## config.mk

```make
export PLATFORM = sky130hd
export DESIGN_NAME = dtrg_norm
export DESIGN_NICKNAME = d
export VERILOG_FILES = /design/src/sv/dtrg_pkg.sv /design/src/sv/dtrg_norm.sv
export SDC_FILE = /design/constraint.sdc
export NUM_CORES = 1
export LEC_CHECK = 0
export BUFFER_PORTS_ARGS = -buffer_cell sky130_fd_sc_hd__buf_2
export CORE_UTILIZATION = 49
export CTS_CLUSTER_DIAMETER = 50
export DETAILED_ROUTE_END_ITERATION = 7
export PLACE_DENSITY = 0.85
export SLEW_MARGIN = 25
export SYNTH_ARGS = -nofsm -noshare
export SYNTH_HDL_FRONTEND = slang
export SYNTH_SLANG_ARGS = --single-unit
```

## constraint.sdc

```tcl
create_clock -name i_clk -period 2.6 [get_ports i_clk]
set_clock_uncertainty 0.05 [all_clocks]
set_input_delay 0.39 -clock i_clk [delete_from_list [all_inputs] [get_ports i_clk]]
set_output_delay 0.39 -clock i_clk [all_outputs]
set_load 0.1 [all_outputs]
```

## src/sv/dtrg_pkg.sv

```systemverilog
// Shared constants, types and functions of the double twister random generator.
package dtrg_pkg;

    // Store geometry
    localparam int STATE_WORDS = 191;
    localparam int LANE_COUNT  = 2 * STATE_WORDS;
    localparam int ADDR_W      = $clog2(STATE_WORDS);
    localparam int PTR_W       = $clog2(LANE_COUNT + 2);
    localparam int WORD_W      = 128;
    localparam int LANE_W      = 64;
    localparam int FRAC_W      = 52;

    // Configuration register indexes
    localparam int CFG_IDX_W = 3;
    localparam logic [CFG_IDX_W-1:0] CFG_MASK_LANE0      = 3'd0;
    localparam logic [CFG_IDX_W-1:0] CFG_MASK_LANE1      = 3'd1;
    localparam logic [CFG_IDX_W-1:0] CFG_MANTISSA_MASK   = 3'd2;
    localparam logic [CFG_IDX_W-1:0] CFG_EXPONENT_BITS   = 3'd3;
    localparam logic [CFG_IDX_W-1:0] CFG_OUTPUT_INTERVAL = 3'd4;

    // Output interval codes
    localparam logic [1:0] INTV_ONE_TWO     = 2'd0;
    localparam logic [1:0] INTV_CLOSED_OPEN = 2'd1;
    localparam logic [1:0] INTV_OPEN_CLOSED = 2'd2;
    localparam logic [1:0] INTV_OPEN_OPEN   = 2'd3;

    // Register reset values
    localparam logic [63:0] RST_MANTISSA_MASK = 64'h000F_FFFF_FFFF_FFFF;
    localparam logic [63:0] RST_EXPONENT_BITS = 64'h3FF0_0000_0000_0000;

    // Seeding and tempering constants
    localparam logic [63:0] SEED_MULT   = 64'd6364136223846793005;
    localparam logic [63:0] TEMPER_M1   = 64'h5555_5555_5555_5555;
    localparam logic [63:0] TEMPER_M2   = 64'h71D6_7FFF_EDA6_0000;
    localparam logic [63:0] TEMPER_M3   = 64'hFFF7_EEE0_0000_0000;
    localparam logic [52:0] FRAC_ONE    = 53'h10_0000_0000_0000;
    localparam logic [10:0] EXP_BIAS    = 11'd1023;

    // Request to and response from the normalizer
    typedef struct packed {
        logic        start;
        logic [52:0] num;
    } t_norm_req;

    typedef struct packed {
        logic        done;
        logic [63:0] value;
    } t_norm_rsp;

    // Output tempering of one lane
    function automatic logic [63:0] f_temper(input logic [63:0] a_in);
        logic [63:0] a;
        a = a_in;
        a = a ^ ((a >> 29) & TEMPER_M1);
        a = a ^ ((a << 17) & TEMPER_M2);
        a = a ^ ((a << 37) & TEMPER_M3);
        a = a ^ (a >> 43);
        return a;
    endfunction

    // New word from old word and lung
    function automatic logic [WORD_W-1:0] f_recur_word(
        input logic [WORD_W-1:0] a,
        input logic [WORD_W-1:0] lung,
        input logic [63:0]       m0,
        input logic [63:0]       m1
    );
        logic [63:0] w0;
        logic [63:0] w1;
        w0 = lung[127:64] ^ (a[63:0] >> 1) ^ (a[63:0] & m0);
        w1 = lung[63:0] ^ (a[127:64] >> 1) ^ (a[127:64] & m1);
        return {w1, w0};
    endfunction

    // New lung from old word and lung
    function automatic logic [WORD_W-1:0] f_recur_lung(
        input logic [WORD_W-1:0] a,
        input logic [WORD_W-1:0] lung
    );
        logic [63:0] l0;
        logic [63:0] l1;
        l0 = (lung[63:0] << 8) ^ lung[63:0] ^ a[63:0];
        l1 = (lung[127:64] << 8) ^ lung[127:64] ^ a[127:64];
        return {l1, l0};
    endfunction

endpackage

```

## src/sv/dtrg_norm.sv

```systemverilog
// Iterative normalizer: turns n / 2^52 into an exact IEEE double.
module dtrg_norm (
    input  logic               i_clk,
    input  logic               i_rst_n,
    input  dtrg_pkg::t_norm_req i_req,
    output dtrg_pkg::t_norm_rsp o_rsp
);

    logic        r_busy;
    logic        r_done;
    logic [52:0] r_n;
    logic [5:0]  r_s;
    logic [63:0] r_value;

    // Control: busy until the leading one reaches bit 52
    always_ff @(posedge i_clk) begin
        if (!i_rst_n) begin
            r_busy <= 1'b0;
            r_done <= 1'b0;
        end else begin
            r_done <= 1'b0;
            if (i_req.start) begin
                if (i_req.num == '0) begin
                    r_done <= 1'b1;
                end else begin
                    r_busy <= 1'b1;
                end
            end else if (r_busy && r_n[52]) begin
                r_busy <= 1'b0;
                r_done <= 1'b1;
            end
        end
    end

    // Datapath: coarse then fine left shifts
    always_ff @(posedge i_clk) begin
        if (i_req.start) begin
            r_n     <= i_req.num;
            r_s     <= '0;
            r_value <= '0;
        end else if (r_busy) begin
            priority if (r_n[52]) begin
                r_value <= {1'b0, dtrg_pkg::EXP_BIAS - {5'd0, r_s}, r_n[51:0]};
            end else if (r_n[52:37] == '0) begin
                r_n <= r_n << 16;
                r_s <= r_s + 6'd16;
            end else if (r_n[52:49] == '0) begin
                r_n <= r_n << 4;
                r_s <= r_s + 6'd4;
            end else begin
                r_n <= r_n << 1;
                r_s <= r_s + 6'd1;
            end
        end
    end

    assign o_rsp.done  = r_done;
    assign o_rsp.value = r_value;

endmodule

```

== Word level (Yosys, flattened, before mapping) ==
Cells that the tools add are included.
Cells by class
  divide/modulo/power cells: 0
  shift operators: 0
  $lt $le $gt $ge: 0
  $mul: 0
  equal/unequal tests: 2
  $add $sub $neg: 4
  bitwise gates (word level): 1
  mux-type cells: 13
  reduce and logical (&&, ||, !) cells: 10
Operator list (number)
  53-bit two-way mux: 5
  53-bit logical NOT: 1
  16-bit logical NOT: 1
  6-bit two-way mux: 2
  10-bit by 6-bit subtractor with 11-bit output (first input constant): 1
  2-bit AND reduction: 4
  6-bit by 1-bit adder with 6-bit output (second input constant): 1
  6-bit by 3-bit adder with 6-bit output (second input constant): 1
  6-bit by 5-bit adder with 6-bit output (second input constant): 1
  1-bit two-way mux: 6
  4-bit logical NOT: 1
  2-bit inequality test (second input constant): 2
  2-bit nonzero test: 2
  1-bit logical AND: 1
  1-bit NOT: 1
Storage, ports and cells
  output and inout port bits: 65
  bits in latches: 0
  word-level logic and storage cells: 36
  register bits: 124
  ROM bits: 0
  bits in writable memories: 0
  memories: 0

== Longest topological paths before layout ==
Gate-level depths: netlist of run 1.
  depth in word-level cells: 6
  depth in mapped cells: 6
  gate-level depth less buffers: 4

== Least setup slack after synthesis of run 1 ==
No wires, ideal clock.
  kind: input to register
  start: input port i_req[53] (netlist bit)
  end: register r_n[0], enable pin
  data required time: 2.131 ns
  buffers on the path: 1
  cell stages on the path: 2
  setup time: 0.419 ns
  setup slack: 0.153 ns
  arrival: 1.979 ns
  path through: clkbuf_1 -> nand2b_1
On the way
  longest elaborated chain between the ends: 2
RTL lines
  start, declared: RTL line dtrg_norm.sv:5  | input dtrg_pkg::t_norm_req i_req,
  2-bit inequality test (no source line) or 2-bit nonzero test (tied branches)
  2-bit AND reduction (no source line) *
  end signal, assigned: RTL line dtrg_norm.sv:38  | r_n <= i_req.num;
  end signal, assigned: RTL line dtrg_norm.sv:45  | r_n <= r_n << 16;
  end signal, assigned: RTL line dtrg_norm.sv:48  | r_n <= r_n << 4;
  end, declared: RTL line dtrg_norm.sv:11  | logic [52:0] r_n;
Mark *: on every way between the ends. The rest lies on a longest branch, timed or not.
A chain may end at the register's enable or synchronous reset.

== Worst setup path after layout of run 1 ==
  start: register r_n[49]
  end: register r_n[33], data pin
On the way
  longest elaborated chain between the ends: 6
RTL lines
  4-bit logical NOT: RTL line dtrg_norm.sv:47  | end else if (r_n[52:49] == '0) begin
  53-bit two-way mux: RTL line dtrg_norm.sv:47
  53-bit two-way mux *: RTL line dtrg_norm.sv:44  | end else if (r_n[52:37] == '0) begin
  53-bit two-way mux *: RTL line dtrg_norm.sv:42  | priority if (r_n[52]) begin
  53-bit two-way mux *: RTL line dtrg_norm.sv:41  | end else if (r_busy) begin
  53-bit two-way mux *: RTL line dtrg_norm.sv:37  | if (i_req.start) begin
Mark *: on every way between the ends. The rest lies on a longest branch, timed or not. The select of a mux whose other input is x is not followed.

==> results of run 1 <==
==> critical path, delay by kind of cell, from the launching register on <==
family,cells,cell delay [ns]
and+or+nand+nor,3,1.22
DFF,1,0.45
AOI/OAI and AO/OA,1,0.09
buffers and inverters,1,0.37
==> cell type report <==
class	count	share of cell area [%]
Clock buffer	26	7.923
Clock inverter	6	1.147
Inverter	1	0.05377
Multi-Input combinational cell	489	35.88
Sequential cell	120	42.01
Tap cell	140	2.509
Timing Repair Buffer	133	10.47
==> how the worst min path moves through the flow <==
stage / from / to / slack [ns]
3_5_place_dp: r_value[27] / r_value[27] / 0.39
4_1_cts: i_rst_n / r_busy / 0.19
5_1_grt: i_rst_n / r_busy / 0.19
6_report: i_rst_n / r_busy / 0.20
2_1_floorplan: r_s[4] / r_value[56] / 0.40
3_3_place_gp: r_value[50] / r_value[50] / 0.39
==> cell usage after synthesis, drive strengths merged <==
library cell and instances:
o21ai 29, nand2b 3, inv 1, mux2 2, edfxtp 53, or2 2
a31oi 1, nor3 2, a21oi 60, o41a 1, xnor2 1, mux2i 13
a311oi 1, o211a 1, o31ai 26, a221oi 12, nor2 43, a211o 1
or4 6, conb 1, buf 13, nand3 1, and3 26, nor4 17
clkbuf 41, a211oi 3, nor2b 3, ha 2, nand2 214, nand3b 1
dfxtp 67, nand4 5, and2 11
==> routing by layer <==
metal  vias up  global-route usage, %  part of all wire [%]
met5         -                      0                     0
met4         0                  10.10                   2.3
met3        31                  6.520                   9.1
met2       295                  41.42                    46
met1      2465                  36.02                    43
li1       2506                      -                     -
==> sequential cells by signal, indices dropped and copies added, names as in the netlist <==
name	flops
r_busy	1
r_done	1
r_s	6
r_n	53
r_value	59
==> logic make-up (layout without fill, tap and decap cells) <==
| kind of cell | Yosys count | in the layout | share of synthesized area, % |
|---|---|---|---|
| adders and majority gates | 2 | 2 | 0.4413 |
| and+or+nand+nor | 334 | 334 | 26.22 |
| AOI/OAI and AO/OA | 135 | 135 | 14.41 |
| other | 1 | 2 | 0.06615 |
| muxes | 15 | 15 | 2.692 |
| xor gates and xnor gates | 1 | 1 | 0.1545 |
| DFF | 120 | 120 | 51.73 |
| buffers and inverters | 55 | 166 | 4.281 |
==> per-stage QoR <==
step,utilization (%),cell area [um^2],worst slack (ns)
floorplan,-,5673,0.1526
global placement,57.30,6347,0.2775
detailed placement,57.30,6347,0.2069
CTS,63.01,6980,0.1777
global route,63.01,6980,0.08603
finish,63.01,6980,0.1385
==> power by group <==
part	internal (uW)	switching (uW)	leakage (uW)	total, uW
clock	1650	821	0.000315	2470
sequential	2120	129	0.00109	2250
combinational	210	649	0.00159	859
total	3980	1600	0.00299	5580
==> results.ini, run 1 <==
[die]
core_um2=11080
die_x_um=109.6
die-area_um2=12000
start_util_pct=51.17
die_y_um=109.6
fp-row-count=38
io_pins=121

[cts]
clk_root_buffer_cell=clkbuf_16
cts_max_path_buffers=2
cts_tree=yes
path_clk_slew_ns=0.06
cts.htree.levels=4
holdBufCountCts=0
postCtsSetupRepairBufs=0
cts.sinks=120
cts_made_buffers=17
clkLatencyLatePin_ns=0.41
ctsResizeCount=0

[worst_setup_path]
max_stage_delay_ns=0.92
r2r_start=r_n[49]
arrival_ns=2.57
reg2reg_depth=5
rrSetupSlack_ns=0.14
crit_type=reg2reg
start_kind=register
cp-startpoint=r_n[49]
cpMaxStageDelayCell=or4_2
crit_path_end=r_n[33]
crit_required_ns=2.71
r2r_end=r_n[33]
crit_chain=or4_2, buf_4, nand2_1, and3_1, o31ai_1
crit_path_end_kind=register
path_max_fanout=37

[hold_path]
hold_depth=2
hold_class=in2reg

[cells_and_area]
final_nets=820
final-seq-area_um2=2933
fin_cells=915
final_common_cell=nand2_1
multi_input_area_um2=2505
diodes=0
syn_to_final_growth_pct=23.13
final_cell_mix=nand2_1, buf_2, dfxtp_1
drive_above_1_share_pct=22.84
fillers=939

[sta]
fin_crit_sh_pct=94.67
slew_headroom_pct=58.90
rsz0062_at_grt=false
hold_slack_ns=0.1970
setup_viol=0
tns_ns=0
slew_violations=0
fmax_mhz=406.3
tightest_slew_ns=0.6143
finalHoldViolations=0
min_period_ns=2.461

[logic_synthesis]
syn_inst=663
yosysTopAreaCell=edfxtp_1
seq_area_frac_synth_pct=51.73
synth_top_area_share_pct=28.07
synth_area_um2=5669
ys_ff_latch=120
ys_warn_count=0
synthDistinctLibCells=41
synthTopCellsByArea=edfxtp_1, dfxtp_1, nand2_1, a21oi_1, o31ai_1
postSynthAreaPerCell_um2=8.551

[drt]
vias_per_cell=5.789
wl_per_cell_um=16.82
dr_total_vias=5297
firstDrtPassIters=5
drtIter0Drc=588
drcViolationCount=0
ant_nets=0
routed_wl_um=15390

[power]
power.density_nw_per_um2=799.4
power.leakage_uw=0.002988
power_uw=5580
vdd_ir_drop_max_mv=0.8492

[global_routing]
antenna_found_initial=0
grt_max_degree=128
grt_pass1_vias=4667
grtUsageTotal_pct=26.68
grt_overflow=0
grt_pass1_wl_um=23780

[flow_run]
maxCapViolCount=0

[place]
placed_cells=883
dp_hpwl_um=10240
gp_congestion=0.8780
port_buffers=118

[run_status]
status=complete, no violations

Power figures use the tool's default switching activity.
==> run 2: changes to the inputs <==
--- a/config.mk
+++ b/config.mk
@@ -9,7 +9,7 @@
 export CORE_UTILIZATION = 49
 export CTS_CLUSTER_DIAMETER = 50
 export DETAILED_ROUTE_END_ITERATION = 7
-export PLACE_DENSITY = 0.85
+export PLACE_DENSITY_LB_ADDON = 0.2
 export SLEW_MARGIN = 25
 export SYNTH_ARGS = -nofsm -noshare
 export SYNTH_HDL_FRONTEND = slang
==> results.ini, run 2 (same netlist as run 1, synthesis figures left out) <==
[cts]
clk_root_buffer_cell=clkbuf_16
ctsResizeCount=0
path_clk_slew_ns=0.05
cts.sinks=120
cts_made_buffers=17
cts.htree.levels=4
clkLatencyLatePin_ns=0.41
holdBufCountCts=0
postCtsSetupRepairBufs=0
cts_tree=yes
cts_max_path_buffers=2

[power]
p_int_uw=3811
power.share.clock_pct=42.4
power.density_nw_per_um2=776.7
netSwitchingPower_uw=1590
p_sw_share_pct=29.44
sequentialPowerShare_pct=41.6
power_uw=5401
combPwrFrac_pct=16.0
power.leakage_uw=0.002976
vdd_ir_drop_max_mv=0.4968

[worst_setup_path]
crit_type=reg2reg
r2r_start=r_n[49]
arrival_ns=2.53
reg2reg_depth=5
path_max_fanout=37
rrSetupSlack_ns=0.16
r2r_end=r_n[26]
start_kind=register
crit_path_end_kind=register
crit_required_ns=2.70

[die]
die_x_um=109.6
start_util_pct=51.17
core_um2=11080
fp-row-count=38
die-area_um2=12000
io_pins=121
die_y_um=109.6

[sta]
setup_slack_ns=0.1639
tns_ns=0
fin_crit_sh_pct=93.70
tightest_slew_ns=0.5804
slew_headroom_pct=61.17
setup_viol=0
rsz0062_at_grt=false
fmax_mhz=410.5
finalHoldViolations=0
min_period_ns=2.436
slew_violations=0

[drt]
ant_nets=0
drcViolationCount=0
wl_per_cell_um=16.80
dr_total_vias=5224
routed_wl_um=15390
vias_per_cell=5.703
drtIter0Drc=409
firstDrtPassIters=5

[place]
gp_congestion=0.8694
dp_hpwl_um=10700
placed_cell_area_um2=6380
dp_slack_ns=0.1903
port_buffers=118

[global_routing]
antenna_found_initial=0
grt_pass1_vias=4789
grt_max_degree=128
grt_overflow=0
grtUsageTotal_pct=26.90
grt_pass1_wl_um=24190

[hold_path]
holdPathEnd=r_busy
hold_depth=2
hold_class=in2reg
min_from=i_rst_n

[cells_and_area]
final_area_um2=6954
largest-register=r_value
drive_above_1_share_pct=22.94
final_cell_mix=nand2_1, buf_2, dfxtp_1
syn_to_final_growth_pct=22.67
largest_reg_flops=59
final_common_cell=nand2_1
reg.largest.list=r_value x59, r_n x53, r_s x6
final_nets=821
diodes=0

[run_status]
status=complete, no violations

[flow_run]
maxCapViolCount=0

## run 2: cell types whose count changed in the layout (fill, tap and decap cells not counted)
cell,previous run,this run
clkbuf_16,20,17
clkinv_2,4,6
buf_4,14,13
buf_12,2,4
inv_4,0,1
## run 2: layer usage
layer  global-route usage, %  vias up  part of all wire, %
met5                       0        -                    0
met1                   36.69     2453                   44
met2                   41.73      233                   47
li1                        -     2508                    -
met4                   10.95        0                  2.0
met3                   5.572       30                  6.5
## run 2: area by class of cell
class                   instances  area [um^2]
repair buffers                134        763.2
multi-input cells             489         2505
clock inverters                 9        96.34
inverters                       1        3.754
clock buffers                  23        478.0
fillers                       975         4124
well taps                     140        175.2
flip-flops and latches        120         2933
## run 2: worst max-delay path by stage
stage | end | from | slack (ns) | cells after the start
after global routing | r_n[49] | r_n[49] | 0.08 | 5
after global placement | r_n[18] | r_n[49] | 0.27 | 5
after detailed placement | r_n[31] | r_n[49] | 0.19 | 5
after floorplan | r_n[0] | i_req[53] | 0.15 | 2
after CTS | r_n[31] | r_n[49] | 0.18 | 5
final | r_n[26] | r_n[49] | 0.16 | 5
## run 2: worst max-delay path, cell delays in order, from the launching register on
cell,delay [ns]
edfxtp_1,0.46
or4_2,0.92
buf_4,0.37
nand2_1,0.12
and3_1,0.18
o31ai_1,0.08
## run 2: stage by stage
step | hold slack [ns] | cells | utilization, %
2_1_floorplan | 0.4025 | 664 | -
3_3_place_gp | 0.3896 | 884 | 57.59
3_5_place_dp | 0.3939 | 884 | 57.59
4_1_cts | 0.1915 | 916 | 62.77
5_1_grt | 0.1866 | 916 | 62.77
6_report | 0.2012 | 916 | 62.77
## run 2: power by group through the flow
stage	Clock (uW)	Sequential (uW)	Combinational, uW
after global routing	2400	2260	922
after CTS	2310	2240	865
after global placement	0	2280	848
final	2290	2250	864
after detailed placement	0	2280	861
after floorplan	0	2560	351
==> run 3: changes to the inputs <==
--- a/config.mk
+++ b/config.mk
@@ -5,12 +5,12 @@
 export SDC_FILE = /design/constraint.sdc
 export NUM_CORES = 1
 export LEC_CHECK = 0
-export BUFFER_PORTS_ARGS = -buffer_cell sky130_fd_sc_hd__buf_2
+export BUFFER_PORTS_ARGS = -buffer_cell sky130_fd_sc_hd__clkbuf_2
 export CORE_UTILIZATION = 49
 export CTS_CLUSTER_DIAMETER = 50
 export DETAILED_ROUTE_END_ITERATION = 7
 export PLACE_DENSITY_LB_ADDON = 0.2
-export SLEW_MARGIN = 25
+export SLEW_MARGIN = 10
 export SYNTH_ARGS = -nofsm -noshare
 export SYNTH_HDL_FRONTEND = slang
 export SYNTH_SLANG_ARGS = --single-unit
==> results.ini, run 3 (same netlist as run 1, synthesis figures left out) <==
[cts]
path_clk_slew_ns=0.06
clk_root_buffer_cell=clkbuf_16
holdBufCountCts=0
postCtsSetupRepairBufs=0
cts_max_path_buffers=2
cts.sinks=120
cts_tree=yes
clkLatencyLatePin_ns=0.41
cts_made_buffers=17
cts.htree.levels=4
ctsResizeCount=0

[worst_setup_path]
start_kind=register
crit_path_end_kind=register
path_max_fanout=37
crit_required_ns=2.70
crit_type=reg2reg
arrival_ns=2.54

[place]
dp_slack_ns=0.1991
port_buffers=118
dp_hpwl_um=10860
gp_congestion=0.8942

[global_routing]
grt_pass1_wl_um=23900
grt_pass1_vias=4710
antenna_found_initial=0
grt_max_degree=54
grt_overflow=0
grtUsageTotal_pct=26.90

[cells_and_area]
fillers=937
reg.largest.list=r_value x59, r_n x53, r_s x6
syn_to_final_growth_pct=21.92
final_cell_mix=nand2_1, clkbuf_2, dfxtp_1
final_common_cell=nand2_1
largest-register=r_value
drive_above_1_share_pct=22.97
diodes=0
largest_reg_flops=59
final_nets=820

[drt]
dr_total_vias=5264
ant_nets=0
wl_per_cell_um=16.78
routed_wl_um=15350
vias_per_cell=5.753
drtIter0Drc=416
drcViolationCount=0
firstDrtPassIters=5

[power]
netSwitchingPower_uw=1628
power_uw=5333
combPwrFrac_pct=16.0
power.share.clock_pct=41.9
p_sw_share_pct=30.53
power.density_nw_per_um2=771.7
p_int_uw=3705
vdd_ir_drop_max_mv=0.4713
power.leakage_uw=0.002906
sequentialPowerShare_pct=42.2

[sta]
tns_ns=0
setup_slack_ns=0.1582
fin_crit_sh_pct=93.92
min_period_ns=2.442
slew_headroom_pct=61.29
setup_viol=0
fmax_mhz=409.5
rsz0062_at_grt=false
tightest_slew_ns=0.5787
finalHoldViolations=0
slew_violations=0

[run_status]
status=complete, no violations

[die]
io_pins=121
fp-row-count=38
core_um2=11080
die_x_um=109.6
die_y_um=109.6
die-area_um2=12000
start_util_pct=51.17

[hold_path]
hold_class=in2reg

[flow_run]
maxCapViolCount=0

## run 3: power groups by stage
stage | combinational [uW] | sequential (uW) | clock [uW]
after floorplan | 351 | 2560 | 0
final | 853 | 2250 | 2230
after global placement | 836 | 2280 | 0
after CTS | 854 | 2240 | 2260
after detailed placement | 851 | 2280 | 0
after global routing | 913 | 2260 | 2350
## run 3: area by class of cell
class / instances / area (um^2) / area share [%]
clock inverter: 13 / 100.1 / 1.448
multi-input combinational: 489 / 2505 / 36.24
clock buffer: 19 / 464.2 / 6.716
sequential: 120 / 2933 / 42.43
inverter: 1 / 3.754 / 0.05431
timing repair buffer: 133 / 730.7 / 10.57
tap: 140 / 175.2 / 2.534
## run 3: per-layer routing
| layer | share of wire [%] | up-vias | GRT usage, % | wire [um] |
|---|---|---|---|---|
| met4 | 2.2 | 0 | 9.524 | 345 |
| met2 | 47 | 239 | 42.59 | 7174 |
| met5 | 0 | - | 0 | 0 |
| li1 | - | 2511 | - | - |
| met3 | 8.1 | 29 | 8.002 | 1239 |
| met1 | 43 | 2485 | 34.95 | 6593 |
## run 3: path summary, 6_finish.rpt
| kind | from | end | slack (ns) | cells past startpoint |
|---|---|---|---|---|
| max | r_n[49] | r_n[30] | 0.16 | 5 |
| min reg2reg | r_value[49] | r_value[49] | 0.40 | 2 |
| min | i_rst_n | r_busy | 0.19 | 2 |
| max reg2reg | r_n[49] | r_n[30] | 0.16 | 5 |
## run 3: per-stage QoR
| stage | area (um^2) | utilization [%] | hold slack, ns | std cells |
|---|---|---|---|---|
| after global routing | 6912 | 62.39 | 0.1668 | 915 |
| final | 6912 | 62.39 | 0.1895 | 915 |
| after floorplan | 5673 | - | 0.4025 | 664 |
| after detailed placement | 6347 | 57.30 | 0.3976 | 883 |
| after global placement | 6347 | 57.30 | 0.3917 | 883 |
| after CTS | 6912 | 62.39 | 0.1729 | 915 |
## run 3: worst max-delay path, stage by stage, from the launching register on
cell and delay (ns):
edfxtp_1 0.46, or4_2 0.92, buf_4 0.37, nand2_1 0.13, and3_1 0.17, o31ai_1 0.07
